## src/line_follow_pd_junction_assert.svh

```systemverilog
// assertion macros for the line follower block
// included by the top level; no other dependencies
`ifndef LINE_FOLLOW_PD_JUNCTION_ASSERT_SVH
`define LINE_FOLLOW_PD_JUNCTION_ASSERT_SVH

`ifndef ASSERT_OFF
// same-cycle implication, disabled while in reset
`define LFPDJ_ASSERT_IMP(lbl, clk, rstn, ante, cons) \
  lbl: assert property (@(posedge clk) disable iff (!(rstn)) (ante) |-> (cons)) \
    else $error("lfpdj same-cycle check failed");
// next-cycle implication, disabled while in reset
`define LFPDJ_ASSERT_NXT(lbl, clk, rstn, ante, cons) \
  lbl: assert property (@(posedge clk) disable iff (!(rstn)) (ante) |=> (cons)) \
    else $error("lfpdj next-cycle check failed");
`else
`define LFPDJ_ASSERT_IMP(lbl, clk, rstn, ante, cons)
`define LFPDJ_ASSERT_NXT(lbl, clk, rstn, ante, cons)
`endif

`endif

```

## src/lfpdj_pkg.sv

```systemverilog
// shared types and constants of the pd line follower
// no dependencies
package lfpdj_pkg;

  localparam int unsigned SPEED_MAX = 250;

  // configuration register indexes
  typedef enum logic [2:0] {
    CFG_PROP_GAIN       = 3'd0,
    CFG_DERIV_GAIN      = 3'd1,
    CFG_BASE_SPEED      = 3'd2,
    CFG_CENTER_POSITION = 3'd3,
    CFG_JUNCTION_KIND   = 3'd4,
    CFG_THRESHOLD_LEFT  = 3'd5,
    CFG_THRESHOLD_MID   = 3'd6,
    CFG_THRESHOLD_RIGHT = 3'd7
  } cfg_idx_t;

  // junction patterns; codes above the last one never match
  typedef enum logic [3:0] {
    JK_BLACK_T         = 4'd0,
    JK_BLACK_RIGHT     = 4'd1,
    JK_BLACK_LEFT      = 4'd2,
    JK_WHITE_T         = 4'd3,
    JK_WHITE_RIGHT     = 4'd4,
    JK_WHITE_LEFT      = 4'd5,
    JK_BLACK_LEFT_ONLY = 4'd6,
    JK_BLACK_RIGHT_ONLY= 4'd7,
    JK_BLACK_T_WHITE_C = 4'd8,
    JK_WHITE_T_BLACK_C = 4'd9
  } junction_kind_t;

  typedef struct packed {
    logic [15:0] prop_gain;
    logic [15:0] deriv_gain;
    logic [7:0]  base_speed;
    logic [11:0] center_position;
    logic [3:0]  junction_kind;
    logic [9:0]  threshold_left;
    logic [9:0]  threshold_mid;
    logic [9:0]  threshold_right;
  } cfg_t;

endpackage

```

## src/lfpdj_correction.sv

```systemverilog
// pd correction: two gain products, truncating divide by 256, speed clamp
// depends on lfpdj_pkg
module lfpdj_correction (
  input  lfpdj_pkg::cfg_t     cfg,
  input  logic signed [12:0]  err,
  input  logic signed [13:0]  diff,
  output logic [7:0]          left_speed,
  output logic [7:0]          right_speed
);
  import lfpdj_pkg::*;

  logic signed [29:0] prod_p;
  logic signed [30:0] prod_d;
  logic signed [31:0] acc;
  logic signed [31:0] acc_b;
  logic signed [23:0] corr;
  logic signed [25:0] sum_l;
  logic signed [25:0] sum_r;
  logic signed [25:0] base_s;

  assign prod_p = 30'($signed({1'b0, cfg.prop_gain})) * 30'(err);
  assign prod_d = 31'($signed({1'b0, cfg.deriv_gain})) * 31'(diff);
  assign acc    = 32'(prod_p) + 32'(prod_d);
  // bias negatives so the arithmetic shift truncates toward zero
  assign acc_b  = acc + (acc[31] ? 32'sd255 : 32'sd0);
  assign corr   = acc_b[31:8];

  assign base_s = 26'($signed({1'b0, cfg.base_speed}));
  assign sum_l  = base_s + 26'(corr);
  assign sum_r  = base_s - 26'(corr);

  function automatic logic [7:0] clamp_speed(input logic signed [25:0] v);
    logic [7:0] res;
    if (v < 26'sd0) begin
      res = 8'd0;
    end else if (v > 26'(SPEED_MAX)) begin
      res = 8'(SPEED_MAX);
    end else begin
      res = v[7:0];
    end
    return res;
  endfunction

  assign left_speed  = clamp_speed(sum_l);
  assign right_speed = clamp_speed(sum_r);

endmodule

```

## src/lfpdj_junction.sv

```systemverilog
// junction pattern match with strict per-sensor threshold compares
// depends on lfpdj_pkg
module lfpdj_junction (
  input  lfpdj_pkg::cfg_t cfg,
  input  logic [9:0]      sample_left,
  input  logic [9:0]      sample_mid,
  input  logic [9:0]      sample_right,
  output logic            found
);
  import lfpdj_pkg::*;

  logic lh, ll, mh, ml, rh, rl;

  assign lh = sample_left  > cfg.threshold_left;
  assign ll = sample_left  < cfg.threshold_left;
  assign mh = sample_mid   > cfg.threshold_mid;
  assign ml = sample_mid   < cfg.threshold_mid;
  assign rh = sample_right > cfg.threshold_right;
  assign rl = sample_right < cfg.threshold_right;

  always_comb begin
    case (junction_kind_t'(cfg.junction_kind))
      JK_BLACK_T:          found = lh && mh && rh;
      JK_BLACK_RIGHT:      found = ll && mh && rh;
      JK_BLACK_LEFT:       found = lh && mh && rl;
      JK_WHITE_T:          found = ll && ml && rl;
      JK_WHITE_RIGHT:      found = lh && ml && rl;
      JK_WHITE_LEFT:       found = ll && ml && rh;
      JK_BLACK_LEFT_ONLY:  found = lh;
      JK_BLACK_RIGHT_ONLY: found = rh;
      JK_BLACK_T_WHITE_C:  found = lh && ml && rh;
      JK_WHITE_T_BLACK_C:  found = ll && mh && rl;
      default:             found = 1'b0;
    endcase
  end

endmodule

```

## src/line_follow_pd_junction.sv

```systemverilog
// top level of the pd line follower with junction detector
// depends on lfpdj_pkg, lfpdj_correction, lfpdj_junction and the assert header
//
//   channel | direction | handshake        | payload
//   in_     | input     | in_valid/stall   | line_position, sample_left/mid/right
//   out_    | output    | out_valid/stall  | left_speed, right_speed, junction_found
//   cfg_    | input     | cfg_we           | cfg_index, cfg_wdata
//
// one request per cycle sustained unless out_stall holds the result register; each
// request fills the input register; gain products and clamp feed the result register
// the error and its difference to the previous error are formed at accept time,
// so the derivative state updates in the same cycle a request is taken
// rst_n is synchronous; it clears both valid stages, the previous error and
// loads the register defaults
// out_stall holds the result register; in_stall rises only when both stages are full
`include "line_follow_pd_junction_assert.svh"

module line_follow_pd_junction (
  input  logic        clk,
  input  logic        rst_n,
  // input request
  input  logic        in_valid,
  output logic        in_stall,
  input  logic [11:0] in_line_position,
  input  logic [9:0]  in_sample_left,
  input  logic [9:0]  in_sample_mid,
  input  logic [9:0]  in_sample_right,
  // result request
  output logic        out_valid,
  input  logic        out_stall,
  output logic [7:0]  out_left_speed,
  output logic [7:0]  out_right_speed,
  output logic        out_junction_found,
  // configuration writes
  input  logic        cfg_we,
  input  logic [2:0]  cfg_index,
  input  logic [15:0] cfg_wdata
);
  import lfpdj_pkg::*;

  // configuration registers
  cfg_t cfg_r;

  // derivative state
  logic signed [12:0] prev_err_r;

  // input stage
  logic               s1_vld_r;
  logic signed [12:0] s1_err_r;
  logic signed [13:0] s1_diff_r;
  logic [9:0]         s1_sl_r;
  logic [9:0]         s1_sm_r;
  logic [9:0]         s1_sr_r;

  // result stage
  logic               out_vld_r;
  logic [7:0]         out_left_r;
  logic [7:0]         out_right_r;
  logic               out_jf_r;

  logic               in_acc;
  logic               out_free;
  logic               s1_adv;
  logic signed [12:0] err;
  logic signed [13:0] diff;
  logic [7:0]         left_speed;
  logic [7:0]         right_speed;
  logic               junction_found;

  // result register frees when empty or being taken
  assign out_free = !out_vld_r || !out_stall;
  assign s1_adv   = s1_vld_r && out_free;
  // input side only waits when the input stage cannot move on
  assign in_stall = s1_vld_r && !out_free;
  assign in_acc   = in_valid && !in_stall;

  // error is at most 4095 in magnitude, so 13 bits signed hold it
  assign err  = 13'($signed({1'b0, in_line_position}))
              - 13'($signed({1'b0, cfg_r.center_position}));
  assign diff = 14'(err) - 14'(prev_err_r);

  // configuration, to be written only while idle; the block does not enforce this
  always_ff @(posedge clk) begin
    if (!rst_n) begin
      cfg_r.prop_gain       <= 16'd256;
      cfg_r.deriv_gain      <= 16'd0;
      cfg_r.base_speed      <= 8'd100;
      cfg_r.center_position <= 12'd2000;
      cfg_r.junction_kind   <= 4'd0;
      cfg_r.threshold_left  <= 10'd500;
      cfg_r.threshold_mid   <= 10'd500;
      cfg_r.threshold_right <= 10'd500;
    end else if (cfg_we) begin
      case (cfg_idx_t'(cfg_index))
        CFG_PROP_GAIN:       cfg_r.prop_gain       <= cfg_wdata;
        CFG_DERIV_GAIN:      cfg_r.deriv_gain      <= cfg_wdata;
        CFG_BASE_SPEED:      cfg_r.base_speed      <= cfg_wdata[7:0];
        CFG_CENTER_POSITION: cfg_r.center_position <= cfg_wdata[11:0];
        CFG_JUNCTION_KIND:   cfg_r.junction_kind   <= cfg_wdata[3:0];
        CFG_THRESHOLD_LEFT:  cfg_r.threshold_left  <= cfg_wdata[9:0];
        CFG_THRESHOLD_MID:   cfg_r.threshold_mid   <= cfg_wdata[9:0];
        CFG_THRESHOLD_RIGHT: cfg_r.threshold_right <= cfg_wdata[9:0];
        default: ;
      endcase
    end
  end

  // control state
  always_ff @(posedge clk) begin
    if (!rst_n) begin
      prev_err_r <= 13'sd0;
      s1_vld_r   <= 1'b0;
      out_vld_r  <= 1'b0;
    end else begin
      if (in_acc) begin
        prev_err_r <= err;
      end
      if (in_acc) begin
        s1_vld_r <= 1'b1;
      end else if (s1_adv) begin
        s1_vld_r <= 1'b0;
      end
      if (s1_adv) begin
        out_vld_r <= 1'b1;
      end else if (!out_stall) begin
        out_vld_r <= 1'b0;
      end
    end
  end

  // payload registers
  always_ff @(posedge clk) begin
    if (in_acc) begin
      s1_err_r  <= err;
      s1_diff_r <= diff;
      s1_sl_r   <= in_sample_left;
      s1_sm_r   <= in_sample_mid;
      s1_sr_r   <= in_sample_right;
    end
    if (s1_adv) begin
      out_left_r  <= left_speed;
      out_right_r <= right_speed;
      out_jf_r    <= junction_found;
    end
  end

  lfpdj_correction u_corr (
    .cfg         (cfg_r),
    .err         (s1_err_r),
    .diff        (s1_diff_r),
    .left_speed  (left_speed),
    .right_speed (right_speed)
  );

  lfpdj_junction u_junc (
    .cfg          (cfg_r),
    .sample_left  (s1_sl_r),
    .sample_mid   (s1_sm_r),
    .sample_right (s1_sr_r),
    .found        (junction_found)
  );

  assign out_valid          = out_vld_r;
  assign out_left_speed     = out_left_r;
  assign out_right_speed    = out_right_r;
  assign out_junction_found = out_jf_r;

  // speeds never leave the clamp range
  `LFPDJ_ASSERT_IMP(a_speed_range, clk, rst_n, out_vld_r, (out_left_r <= 8'd250) && (out_right_r <= 8'd250))
  // input only held back when both stages are full and the result is held
  `LFPDJ_ASSERT_IMP(a_stall_cause, clk, rst_n, in_stall, s1_vld_r && out_vld_r && out_stall)
  // every accepted request leaves its error as the derivative state
  `LFPDJ_ASSERT_NXT(a_prev_err, clk, rst_n, in_acc, (prev_err_r == $past(err)) && s1_vld_r)

endmodule

```

## config.mk

```make
export PLATFORM = sky130hd
export DESIGN_NAME = line_follow_pd_junction
export DESIGN_NICKNAME = d
export VERILOG_FILES = /design/src/lfpdj_pkg.sv /design/src/lfpdj_correction.sv /design/src/lfpdj_junction.sv /design/src/line_follow_pd_junction.sv
export VERILOG_INCLUDE_DIRS = /design/src /design/src/src
export SDC_FILE = /design/constraint.sdc
export NUM_CORES = 2
export LEC_CHECK = 0
export BUFFER_PORTS_ARGS = -buffer_cell sky130_fd_sc_hd__buf_2
export CELL_PAD_IN_SITES_DETAIL_PLACEMENT = 1
export CELL_PAD_IN_SITES_GLOBAL_PLACEMENT = 1
export CORE_UTILIZATION = 35
export DETAILED_ROUTE_END_ITERATION = 10
export PLACE_DENSITY_LB_ADDON = 0.1
export SETUP_SLACK_MARGIN = 0.1
export SLEW_MARGIN = 20
export SYNTH_ARGS = -nofsm -noshare
export SYNTH_HDL_FRONTEND = slang
export SYNTH_HIERARCHICAL = 1
export SYNTH_SLANG_ARGS = --single-unit
export TNS_END_PERCENT = 50
```

## constraint.sdc

```tcl
create_clock -name clk -period 16.3 [get_ports clk]
set_clock_uncertainty 0.15 [all_clocks]
set_input_delay 1.63 -clock clk [delete_from_list [all_inputs] [get_ports clk]]
set_output_delay 1.63 -clock clk [all_outputs]
set_load 0.01 [all_outputs]
```

After elaboration in Yosys (flattened, before gate mapping)
Cells that the tools add are included.

Bits in registers: 175. Input port bits: 66. Word-level logic and storage cells: 97.

$add $sub $neg: 6. $mul: 2. $lt $le $gt $ge: 10. Eq/ne operators: 17. Muxes and demuxes: 8. Reductions and logical operators: 33.

Operators with widths (count): > comparator 26 x 8 -> 1 bit (second input constant) (2); less-than comparator 26 x 1 -> 1 bit (second input constant) (2); adder 30 x 31 -> 32 bit (1); adder 32 x 9 -> 32 bit (1); multiplier 17 x 14 -> 31 bit (1); > comparator 10 bit (3); less-than comparator 10 bit (3); multiplier 17 x 13 -> 30 bit (1); adder 9 x 24 -> 25 bit (1); subtractor 9 x 24 -> 25 bit (1); two-way mux 8 bit (3); == test 4 x 3 -> 1 bit (second input constant) (4); AND reduction 2 bit (8); logical AND 1 bit (15); subtractor 13 x 13 -> 14 bit (1); subtractor 12 x 12 -> 13 bit (1); == test 3 bit (second input constant) (4); one-hot mux 1 bit (10 select lines) (1); == test 4 x 2 -> 1 bit (second input constant) (2); == test 4 bit (second input constant) (2); == test 3 x 2 -> 1 bit (second input constant) (2); == test 4 x 1 -> 1 bit (second input constant) (1); zero test 1 bit (4); zero test 4 bit (1); other kinds (7) (11).

Depth between registers and ports, before layout
Depth in word-level cells: 7. Gate-level depth with buffers: 45. Gate-level depth less buffers: 43.

By module
The synthesis kept the hierarchy.

Modules (own cells, without submodules): lfpdj_correction (times used 1, cells each 2180, area an instance 18132.4 sq um, sequential area each 0.0 sq um); line_follow_pd_junction (times used 1, cells each 711, area an instance 7138.1 sq um, sequential area each 4244.1 sq um); lfpdj_junction (times used 1, cells each 132, area an instance 955.9 sq um, sequential area each 0.0 sq um).

Least setup slack after synthesis
No wires, ideal clock.

Kind: reg-to-reg. Start: reg s1_err_r[12]. End: reg out_right_r[1], in the netlist out_right_speed[1] (data pin). Arrival time: 10.277 ns. Setup slack: 5.601 ns. Stages on the path, launching flop included: 42. Buffers on the path: 2. Period minus slack after synthesis: 10.699 ns. Cell sequence: edfxtp_1 -> inv_1 -> clkbuf_1 -> nor2_1 -> fa_1 -> inv_1 -> fa_1 -> fa_1 -> fa_1 -> fa_1 -> fa_1 -> fa_1 -> inv_1 -> ha_1 -> buf_2 -> nand3_1 -> nor3_2 -> nand2_1 -> [6 not listed] -> nor3_1 -> a31oi_1 -> xnor2_1 -> inv_1 -> fa_1 -> a21oi_1 -> o21ba_2 -> o21bai_1 -> a21oi_1 -> o21bai_1 -> a21oi_1 -> o21bai_1 -> nor2b_1 -> mux2i_1 -> xnor2_1 -> or4_1 -> nor4_4 -> a21oi_1.

Cells in the longest elaborated chain, start to end: 7. Elaborated cells between the ends (all ways): 8. Those cells by class: 3 x add/sub; 1 x mul; 2 x order compare; 2 x mux.

RTL lines: start, declared (RTL line line_follow_pd_junction.sv:49) `logic signed [12:0] s1_err_r;`; start signal, assigned (RTL line line_follow_pd_junction.sv:134) `s1_err_r <= err;`; multiplier 17 x 13 -> 30 bit (*) (RTL line lfpdj_correction.sv:21) `assign prod_p = 30'($signed({1'b0, cfg.prop_gain})) * 30'(err);`; adder 30 x 31 -> 32 bit (*) (RTL line lfpdj_correction.sv:23) `assign acc = 32'(prod_p) + 32'(prod_d);`; two-way mux 8 bit (RTL line lfpdj_correction.sv:25) `assign acc_b = acc + (acc[31] ? 32'sd255 : 32'sd0);`; adder 32 x 9 -> 32 bit (*) (RTL line lfpdj_correction.sv:25); subtractor 9 x 24 -> 25 bit (*) (RTL line lfpdj_correction.sv:30) `assign sum_r = base_s - 26'(corr);`; > comparator 26 x 8 -> 1 bit (RTL line lfpdj_correction.sv:36) `end else if (v > 26'(SPEED_MAX)) begin`; two-way mux 8 bit (RTL line lfpdj_correction.sv:36); end signal, assigned (RTL line line_follow_pd_junction.sv:142) `out_right_r <= right_speed;`; end, declared (RTL line line_follow_pd_junction.sv:58) `logic [7:0] out_right_r;`.

Mark *: on every way between the ends. The rest lies on a longest branch, timed or not. A chain may end at the register's enable or synchronous reset.

Worst setup path after layout
Start: reg s1_diff_r[4]. End: reg out_right_r[1], in the netlist out_right_speed[1] (data pin).

Cells in the longest elaborated chain, start to end: 7. Elaborated cells between the ends (all ways): 8. Those cells by class: 3 x add/sub; 1 x mul; 2 x order compare; 2 x mux.

RTL lines: start, declared (RTL line line_follow_pd_junction.sv:50) `logic signed [13:0] s1_diff_r;`; start signal, assigned (RTL line line_follow_pd_junction.sv:135) `s1_diff_r <= diff;`; multiplier 17 x 14 -> 31 bit (*) (RTL line lfpdj_correction.sv:22) `assign prod_d = 31'($signed({1'b0, cfg.deriv_gain})) * 31'(diff);`; adder 30 x 31 -> 32 bit (*) (RTL line lfpdj_correction.sv:23); two-way mux 8 bit (RTL line lfpdj_correction.sv:25); adder 32 x 9 -> 32 bit (*) (RTL line lfpdj_correction.sv:25); subtractor 9 x 24 -> 25 bit (*) (RTL line lfpdj_correction.sv:30); > comparator 26 x 8 -> 1 bit (RTL line lfpdj_correction.sv:36); two-way mux 8 bit (RTL line lfpdj_correction.sv:36).

Marked as above.

==> reports/results.tsv <==
metric	value	unit
status	complete, no violations	
r2r_start	s1_diff_r[4]	
drtAntennaViolNets	0	
synth_edf_count	74	
dr.pass1.iters	5	
areaGrowthSynthToFinish	6.808	%
rsz0062_at_grt	no	
p_per_area	181.8	nW/um^2
grtUsageTotal	22.53	%
timing.final.crit_share	77.05	%
stdcell_area	28010	sq um
clk_pin_slew	0.08	ns
routed-via-count	20361	
nNetsFinal	3699	
io_pins	85	
grt_pass1_wl	129700	microns
synth_cells	3023	
cts_max_level	4	
post_drt_wl_per_cell	20.67	microns
drive_gt1_share	6.568	%
holdPathEnd	cfg_r[21]	
path_class	reg2reg	
routed_wl	82690	microns
path_common_cell	fa_1	
yosys-top-cells-area	fa_1, ha_1, inv_1	
r2r_slack	3.74	ns
start_util	35.29	%
synth_cell_types	109	
ys_ff_latch	175	
yosys_warnings	6	
relSlewSlack	32.21	%
worstHoldPathCells	2	
cts_tree	done	
crit_path_max_fanout	16	
post_cts_buffers	0	
fin_tns_setup	0	ns
worst_pin_slew	1.010	ns
post_synth.cell_area_avg	8.676	sq um
async_flop_share	0	%
grt_pass1_vias	22856	
max-vdd-ir-drop	169.9	uV
worst_hold_path_type	reg2reg	
met1_length	35250	microns
yosysMostFrequentCell	inv_1	
cts_resized	0	
crit_arrival	12.59	ns
placed_area	27400	sq um
hold_start	cfg_r[21]	
overflow	0	
clock.fmax	79.62	MHz
cp_data_required_time	16.33	ns
endpoint_kind	flop	
hold_buffers	0	
nFillCells	8757	
cts.sinks	175	
synth_ff_type	dfxtp_1	
numCtsBuffers	17	
drc_errors	0	
wl_met2	42640	microns
antenna_found_initial	1	
synth_common_cells	inv_1, nand2_1, fa_1	
max_stage_delay	0.86	ns
die_area	76030	sq um
coreArea	74320	sq um
finalHoldViolCount	0	
die_w	275.7	microns
yosysTopAreaCell	fa_1	
seq_area_frac_synth	16.18	%
topRoutingLayerUsed	met4	
dr_wl_met3	2086	microns
critPathSlowestCell	edfxtp_1	
whs	0.3096	ns
final-max-slew-violation-count	0	
maxCapViolations	0	
port_buffers	84	
netlist.area_leader.share	29.08	%
leakage	13.25	nW
synthesis.nets	3705	
fp.dieH	275.7	microns
drtIter0Drc	808	
grt_max_degree	75	
setup_violations	0	
rows	100	
rr_endpoint	out_right_speed[1]	
r2r_cells	41	
clk_latency	0.46	ns
cp-start-kind	flop	
dp_hpwl	67370	microns
viasPerCell	5.090	
clock-root-buffer	clkbuf_16	
place_congestion	0.8638	
syn-cell-area	26230	sq um
clock_path_buffers	2	
period_needed	12.56	ns
registers in the layout (all words and copies together) (netlist names):
signal              flops
cfg_r                  86
s1_diff_r              14
prev_err_r             13
s1_err_r               13
s1_sl_r                10
s1_sm_r                10
s1_sr_r                10
out_left_speed          8
out_right_speed         8
out_junction_found      1
out_valid               1
s1_vld_r                1
placed cells by master, fill, tap and decap left out, types with 15 or more instances in the layout:
cell type    n
fa_1       381
o211ai_1    20
ha_1       235
or3_1       19
xor2_1      18
edfxtp_1    74
nand3_1     52
nor2b_1     15
nor3_1      36
inv_1      629
o21ai_0     36
dfxtp_1    101
clkbuf_16   17
xnor2_1     43
buf_2       84
nand2b_1    30
a21o_1      30
nand2_1    446
nand4_1     21
o21bai_1    15
and2_1     202
nor2_1      99
a21oi_1    145
o21a_1      15
power by group:
group / total, mW / internal, mW / switching [mW]
registers: 0.585 / 0.500 / 0.0857
logic: 4.08 / 1.43 / 2.64
clock network: 0.430 / 0.231 / 0.200
total: 5.09 / 2.16 / 2.93
per-stage QoR:
step / std cells / utilization, % / setup slack, ns / power [mW]
after CTS: 3999 / 37.68 / 3.657 / 5.105
after global routing: 3999 / 37.69 / 2.905 / 5.557
after floorplan: 3023 / - / 5.601 / 3.512
final: 4000 / 37.69 / 3.741 / 5.093
after global placement: 3967 / 36.87 / 4.122 / 4.599
after detailed placement: 3967 / 36.87 / 3.726 / 4.648
routing by layer:
metal / track usage (%) / up-vias
met5: 0 / -
met1: 27.44 / 10486
met2: 41.25 / 276
met3: 2.062 / 91
li1: - / 9508
met4: 7.779 / 0
cells by family after synthesis:
| group | synth area share [%] |
|---|---|
| AOI/OAI and AO/OA | 10.30 |
| buffers and inverters | 11.05 |
| DFF | 16.18 |
| muxes | 0.8062 |
| adders and majority gates | 40.29 |
| and+or+nand+nor | 19.20 |
| xor gates and xnor gates | 2.161 |
critical path, delay by kind of cell (launching register included):
| family | cells | cell delay, ns |
|---|---|---|
| fa+ha+maj | 10 | 4.87 |
| simple gates | 10 | 2.73 |
| compound gates | 11 | 2.16 |
| flops | 1 | 0.86 |
| xor+xnor | 2 | 0.75 |
| buf+inv | 7 | 0.59 |
| mux | 1 | 0.16 |
cell type report:
cell class              instances  area [sq um]  area share, %
diodes                          1         2.502       0.008933
multi-input cells            2098         19090          68.17
flip-flops and latches        175          4244          15.15
clock inverters                15         172.7         0.6164
well taps                     969          1212          4.328
clock buffers                  17         425.4          1.519
inverters                     632          2372          8.469
repair buffers                 93         488.0          1.742
worst max-delay path by stage:
stage,to,cells after the start,start
CTS,out_right_speed[1],41,s1_diff_r[4]
finish,out_right_speed[1],41,s1_diff_r[4]
global placement,out_right_speed[7],41,s1_diff_r[4]
global route,out_right_speed[1],39,s1_err_r[12]
detailed placement,out_right_speed[3],39,s1_err_r[12]
floorplan,out_right_speed[1],41,s1_err_r[12]
No activity file was read; power rests on OpenSTA's default activity.
